<file path="src/spq_pkg.sv">
// Package with the types, constants and codes of the stable sorted priority queue.
package spq_pkg;

    localparam int DEPTH          = 16;
    localparam int PRIORITY_WIDTH = 8;
    localparam int PAYLOAD_WIDTH  = 16;
    localparam int COUNT_WIDTH    = $clog2(DEPTH + 1);

    localparam logic KIND_ENQUEUE = 1'b0;
    localparam logic KIND_DEQUEUE = 1'b1;

    localparam logic [1:0] STATUS_INSERTED = 2'd0;
    localparam logic [1:0] STATUS_REMOVED  = 2'd1;
    localparam logic [1:0] STATUS_EMPTY    = 2'd2;
    localparam logic [1:0] STATUS_FULL     = 2'd3;

    typedef struct packed {
        logic                      kind;
        logic [PRIORITY_WIDTH-1:0] priority_req;
        logic [PAYLOAD_WIDTH-1:0]  payload;
    } in_word_t;

    typedef struct packed {
        logic [PAYLOAD_WIDTH-1:0] out_payload;
        logic [1:0]               status;
        logic [COUNT_WIDTH-1:0]   occupancy;
    } out_word_t;

    typedef struct packed {
        logic                      insert;
        logic                      remove;
        logic [PRIORITY_WIDTH-1:0] priority_req;
        logic [PAYLOAD_WIDTH-1:0]  payload;
    } cell_cmd_t;

    typedef struct packed {
        logic                      valid;
        logic                      behind;
        logic [PRIORITY_WIDTH-1:0] priority_val;
        logic [PAYLOAD_WIDTH-1:0]  payload;
    } cell_link_t;

endpackage

</file>
<file path="src/spq_cell.sv">
// One slot of the sorted chain: holds an entry and shifts it to or from its neighbors.
module spq_cell
    import spq_pkg::*;
(
    input  logic       aclk,
    input  logic       aresetn,
    input  cell_cmd_t  cmd,
    input  cell_link_t prev_link,
    input  cell_link_t next_link,
    output cell_link_t own_link
);

    logic                      valid_reg;
    logic                      valid_next;
    logic [PRIORITY_WIDTH-1:0] priority_reg;
    logic [PRIORITY_WIDTH-1:0] priority_next;
    logic [PAYLOAD_WIDTH-1:0]  payload_reg;
    logic [PAYLOAD_WIDTH-1:0]  payload_next;
    logic                      behind;

    // An empty slot or one with a larger priority value lies behind a new entry.
    assign behind = !valid_reg || (priority_reg > cmd.priority_req);

    assign own_link.valid        = valid_reg;
    assign own_link.behind       = behind;
    assign own_link.priority_val = priority_reg;
    assign own_link.payload      = payload_reg;

    always_comb begin
        valid_next    = valid_reg;
        priority_next = priority_reg;
        payload_next  = payload_reg;
        if (cmd.insert) begin
            if (prev_link.behind) begin
                valid_next    = prev_link.valid;
                priority_next = prev_link.priority_val;
                payload_next  = prev_link.payload;
            end else if (behind) begin
                valid_next    = 1'b1;
                priority_next = cmd.priority_req;
                payload_next  = cmd.payload;
            end
        end else if (cmd.remove) begin
            valid_next    = next_link.valid;
            priority_next = next_link.priority_val;
            payload_next  = next_link.payload;
        end
    end

    always_ff @(posedge aclk) begin
        if (!aresetn) begin
            valid_reg <= 1'b0;
        end else begin
            valid_reg <= valid_next;
        end
    end

    always_ff @(posedge aclk) begin
        priority_reg <= priority_next;
        payload_reg  <= payload_next;
    end

endmodule

</file>
<file path="src/stable_sorted_priority_queue.sv">
// Top level of the stable sorted priority queue: command decode, cell chain and result register.
//
// The queue holds up to DEPTH entries in a chain of cells kept in ascending order of
// priority value; equal values stay in arrival order. For every word all cells compare the
// new priority in parallel and shift by one place in the same edge, so an enqueue or a
// dequeue is accepted in every cycle in which the result register is free or being emptied.
// Each word gives one result word, registered, in the cycle after it is accepted.
// An enqueue into a full queue reports full and stores nothing; a dequeue from an empty
// queue reports empty and returns a zero payload.
module stable_sorted_priority_queue
    import spq_pkg::*;
(
    input  logic      aclk,
    input  logic      aresetn,
    input  logic      s_valid,
    output logic      s_ready,
    input  in_word_t  s_word,
    output logic      m_valid,
    input  logic      m_ready,
    output out_word_t m_word
);

    logic                   m_valid_reg;
    logic                   m_valid_next;
    out_word_t              m_word_reg;
    out_word_t              m_word_next;
    logic [COUNT_WIDTH-1:0] count_reg;
    logic [COUNT_WIDTH-1:0] count_next;
    logic                   accept;
    logic                   full;
    logic                   empty;
    cell_cmd_t              cmd;
    cell_link_t             links [DEPTH];
    cell_link_t             head_link;
    cell_link_t             tail_link;

    assign s_ready = !m_valid_reg || m_ready;
    assign accept  = s_valid && s_ready;
    assign full    = (count_reg == COUNT_WIDTH'(DEPTH));
    assign empty   = (count_reg == '0);

    assign cmd.insert       = accept && (s_word.kind == KIND_ENQUEUE) && !full;
    assign cmd.remove       = accept && (s_word.kind == KIND_DEQUEUE) && !empty;
    assign cmd.priority_req = s_word.priority_req;
    assign cmd.payload      = s_word.payload;

    assign head_link = '{valid: 1'b1, behind: 1'b0, priority_val: '0, payload: '0};
    assign tail_link = '{valid: 1'b0, behind: 1'b1, priority_val: '0, payload: '0};

    genvar g;
    generate
        for (g = 0; g < DEPTH; g++) begin : g_cell
            if (g == 0) begin : g_first
                if (DEPTH == 1) begin : g_only
                    spq_cell u_cell (
                        .aclk      (aclk),
                        .aresetn   (aresetn),
                        .cmd       (cmd),
                        .prev_link (head_link),
                        .next_link (tail_link),
                        .own_link  (links[g])
                    );
                end else begin : g_many
                    spq_cell u_cell (
                        .aclk      (aclk),
                        .aresetn   (aresetn),
                        .cmd       (cmd),
                        .prev_link (head_link),
                        .next_link (links[g+1]),
                        .own_link  (links[g])
                    );
                end
            end else if (g == DEPTH - 1) begin : g_last
                spq_cell u_cell (
                    .aclk      (aclk),
                    .aresetn   (aresetn),
                    .cmd       (cmd),
                    .prev_link (links[g-1]),
                    .next_link (tail_link),
                    .own_link  (links[g])
                );
            end else begin : g_mid
                spq_cell u_cell (
                    .aclk      (aclk),
                    .aresetn   (aresetn),
                    .cmd       (cmd),
                    .prev_link (links[g-1]),
                    .next_link (links[g+1]),
                    .own_link  (links[g])
                );
            end
        end
    endgenerate

    always_comb begin
        count_next   = count_reg;
        m_valid_next = m_valid_reg && !m_ready;
        m_word_next  = m_word_reg;
        if (accept) begin
            m_valid_next            = 1'b1;
            m_word_next.out_payload = '0;
            if (s_word.kind == KIND_ENQUEUE) begin
                if (full) begin
                    m_word_next.status = STATUS_FULL;
                end else begin
                    m_word_next.status = STATUS_INSERTED;
                    count_next         = count_reg + COUNT_WIDTH'(1);
                end
            end else begin
                if (empty) begin
                    m_word_next.status = STATUS_EMPTY;
                end else begin
                    m_word_next.status      = STATUS_REMOVED;
                    m_word_next.out_payload = links[0].payload;
                    count_next              = count_reg - COUNT_WIDTH'(1);
                end
            end
            m_word_next.occupancy = count_next;
        end
    end

    always_ff @(posedge aclk) begin
        if (!aresetn) begin
            m_valid_reg <= 1'b0;
            count_reg   <= '0;
        end else begin
            m_valid_reg <= m_valid_next;
            count_reg   <= count_next;
        end
    end

    always_ff @(posedge aclk) begin
        m_word_reg <= m_word_next;
    end

    assign m_valid = m_valid_reg;
    assign m_word  = m_word_reg;

endmodule

</file>
<file path="config.mk">
export PLATFORM = sky130hd
export DESIGN_NAME = stable_sorted_priority_queue
export DESIGN_NICKNAME = d
export VERILOG_FILES = /design/src/spq_pkg.sv /design/src/spq_cell.sv /design/src/stable_sorted_priority_queue.sv
export SDC_FILE = /design/constraint.sdc
export NUM_CORES = 1
export LEC_CHECK = 0
export ABC_AREA = 0
export BUFFER_PORTS_ARGS = -buffer_cell sky130_fd_sc_hd__buf_2
export CAP_MARGIN = 20
export CORE_MARGIN = 8
export CORE_UTILIZATION = 40
export CTS_CLUSTER_SIZE = 12
export DETAILED_ROUTE_END_ITERATION = 10
export PLACE_DENSITY = 0.54
export SYNTH_ARGS = -nofsm -noshare
export SYNTH_HDL_FRONTEND = slang
export SYNTH_HIERARCHICAL = 1
export SYNTH_SLANG_ARGS = --single-unit
</file>
<file path="constraint.sdc">
create_clock -name aclk -period 7.1 [get_ports aclk]
set_clock_uncertainty 0.2 [all_clocks]
set_input_delay 1.065 -clock aclk [delete_from_list [all_inputs] [get_ports aclk]]
set_output_delay 1.065 -clock aclk [all_outputs]
set_load 0.1 [all_outputs]
</file>
==> metrics.md <==
| Metric | Value |
|---|---|
| Outcome | `completed` |
| Nets | `2,585` |
| Hold Buf Count CTS | `0` |
| Routed met1 length | `31.3 mm` |
| Iteration-0 DRC Markers | `1,114` |
| Post-CTS Setup Inserts | `0` |
| P_leak | `13.0 nW` |
| Final Setup Violations | `0` |
| Pwr Density | `253 nW/um2` |
| Share of layout cells above drive strength 1 | `0.113` |
| Met2 Wirelength | `28.7 mm` |
| Initial antenna violation count | `1` |
| Setup TNS | `0 ns` |
| CTS tree | `built` |
| DRT Wirelength | `63.6 mm` |
| Skew-Pair Late Insertion Delay | `0.60 ns` |
| Crit-path cells | `buf_2 -> inv_1 -> ha_1 -> nand4_2 -> a211oi_2 -> nor4b_2 -> a21oi_4 -> nor2b_1 -> o2bb2ai_1 -> a31oi_2 -> buf_4` |
| Clock Sinks | `429` |
| Layout area overhead | `9.10%` |
| Std cell rows | `93` |
| Worst Setup End Kind | `flop` |
| Fin util | `0.442` |
| DP Wirelength | `44.5 mm` |
| Layout fillers | `6,166` |
| First-pass GRT wire length | `101 mm` |
| Post-Route Hold Slack | `0.362 ns` |
| Total grt overflow | `0` |
| H-Tree Depth | `2` |
| Die area | `73,800 um2` |
| Routed Antenna Nets | `0` |
| Vias in the first global route | `17,400` |
| Non-Filler Cell Area, Final | `28,500 um2` |
| Placeable core area | `64,500 um2` |
| Placed Area | `26,800 um2` |
| Endpoint of the worst register-to-register path | `g_cell[0].g_first.g_many.u_cell/payload_reg[6]$_DFFE_PP_` |
| Port Buf Inserts | `53` |
| Crit share post-route | `0.604` |
| Final worst setup slack | `2.81 ns` |
| Clock-pin slew on the worst setup and hold paths | `0.06 ns` |
| IO Pins | `54` |
| Synth Area per Inst | `10.9 um2` |
| Cell depth of the worst hold path | `2` |
| Peak VDD IR | `0.169 mV` |
| WHS Endpoint | `g_cell[14].g_mid.u_cell/payload_reg[13]$_DFFE_PP_` |
| Placer Congestion | `0.816` |
| Synthesized area | `26,100 um2` |
| Die Ht | `272 um` |
| Startpoint types | `primary input` |
| Post-layout power | `7.20 mW` |
| Critical path arrival | `4.34 ns` |
| Largest net degree at the start of global routing | `167` |
| Worst-Margin Slew | `1.08 ns` |
| Wire length on met3 | `2.22 mm` |
| Buf/Inv on CP | `3` |
| Root Driver | `clkbuf_16` |
| GRT Total Usage | `0.169` |
| Worst r2r path cells | `10` |
| Fmax | `233 MHz` |
| Hold wc startpoint | `g_cell[15].g_last.u_cell/payload_reg[13]$_DFFE_PP_` |
| Slew Limit Headroom | `0.281` |
| Max-slew violation count | `0` |
| Num CTS Buffers | `51` |
| Crit path max-delay cell type | `a21oi_4` |
| Die width | `272 um` |
| CTS max path bufs | `3` |
| Syn Inst Count | `2,407` |
| HP Class | `flop to flop` |
| Vias post-DR | `17,300` |
| Max incr delay on CP | `0.85 ns` |
| Largest delay share family, worst path | `compound AO/OA/AOI/OAI gates` |
| First-pass iteration count of the detailed router | `5` |
| Min cycle time layout | `4.29 ns` |
| Initial Util | `0.405` |
| R2R Path Start | `count_reg[0]$_SDFFE_PN0P_` |
| Post-Layout Cell Count | `3,324` |
| Max Used Layer | `met4` |
| Required time worst endpoint | `7.16 ns` |
| Placed insts | `3,228` |
| Critical path class | `primary input to flop` |
| Post-Place Worst Slack | `2.19 ns` |
| WL/cell | `19.1 um` |
| Max Cap Violations | `0` |
| Drt drc | `0` |
| Max FFs per register | `224` |
| Max Fanout on Critical Path | `32` |
| Post-CTS Resized | `0` |
| Via/cell ratio | `5.21` |
| RSZ-0062 raised after global routing | `false` |
| Final hold vios | `0` |
| Ys Warns | `6` |
| R2R Setup Slk | `3.24 ns` |
worst reg2reg max path, delay by kind of cell (launching register included):
kind | cells | cell delay, ns
and+or+nand+nor | 3 | 0.89
AOI/OAI and AO/OA | 3 | 0.94
DFF | 1 | 0.39
adders and majority gates | 1 | 0.22
buffers and inverters | 3 | 0.87
routing by layer:
layer / track usage / vias to the layer above
li1: - / 8706
met1: 0.241 / 8251
met2: 0.267 / 274
met3: 0.0214 / 95
met4: 0.0464 / 0
met5: 0 / -
report_power, final:
part / switching [mW] / internal (mW)
clock network: 1.07 / 1.55
logic: 0.835 / 0.448
registers: 0.180 / 3.13
cell usage in the layout, fill, tap and decap left out, types with 3 or more instances in the layout:
cell type and n:
a211oi_2 16, a21oi_1 418, a21oi_4 15, a31oi_2 16, and2_1 17, buf_12 3
buf_2 53, buf_4 40, bufinv_16 3, clkbuf_1 18, clkbuf_16 51, clkbuf_8 10
clkinv_2 8, conb_1 51, dfxtp_1 22, edfxtp_1 407, ha_1 130, inv_1 150
mux2_1 10, mux2_2 7, mux2i_1 385, nand2_1 38, nand2b_1 17, nand3_1 18
nand4_2 16, nor2_1 401, nor2b_1 32, nor3_1 17, nor4b_2 16, o21ai_0 12
o21ai_1 10, o221a_2 16, o2bb2ai_1 16, xnor2_1 5
cell type report:
| class | instances | area, um2 | share of cell area |
|---|---|---|---|
| Multi-Input combinational cell | 1698 | 11900 | 0.418 |
| Clock inverter | 16 | 193 | 0.00676 |
| Antenna cell | 1 | 2.50 | 0.0000878 |
| Inverter | 150 | 563 | 0.0198 |
| Clock buffer | 79 | 1480 | 0.0520 |
| Sequential cell | 429 | 12700 | 0.444 |
| Timing Repair Buffer | 96 | 626 | 0.0219 |
| Tap cell | 855 | 1070 | 0.0375 |
worst max-delay path by stage:
stage	slack [ns]	end	cells after the start	from
finish	2.81	g_cell[14].g_mid.u_cell/priority_reg[1]$_DFFE_PP_	11	s_word[21]
detailed placement	2.19	g_cell[14].g_mid.u_cell/payload_reg[9]$_DFFE_PP_	11	s_word[21]
floorplan	1.63	g_cell[0].g_first.g_many.u_cell/payload_reg[0]$_DFFE_PP_	5	m_ready
CTS	2.82	g_cell[14].g_mid.u_cell/priority_reg[7]$_DFFE_PP_	11	s_word[21]
global placement	2.26	g_cell[13].g_mid.u_cell/payload_reg[10]$_DFFE_PP_	11	s_word[20]
global route	2.51	g_cell[13].g_mid.u_cell/priority_reg[0]$_DFFE_PP_	11	s_word[23]
No activity file was read; power rests on OpenSTA's default activity.
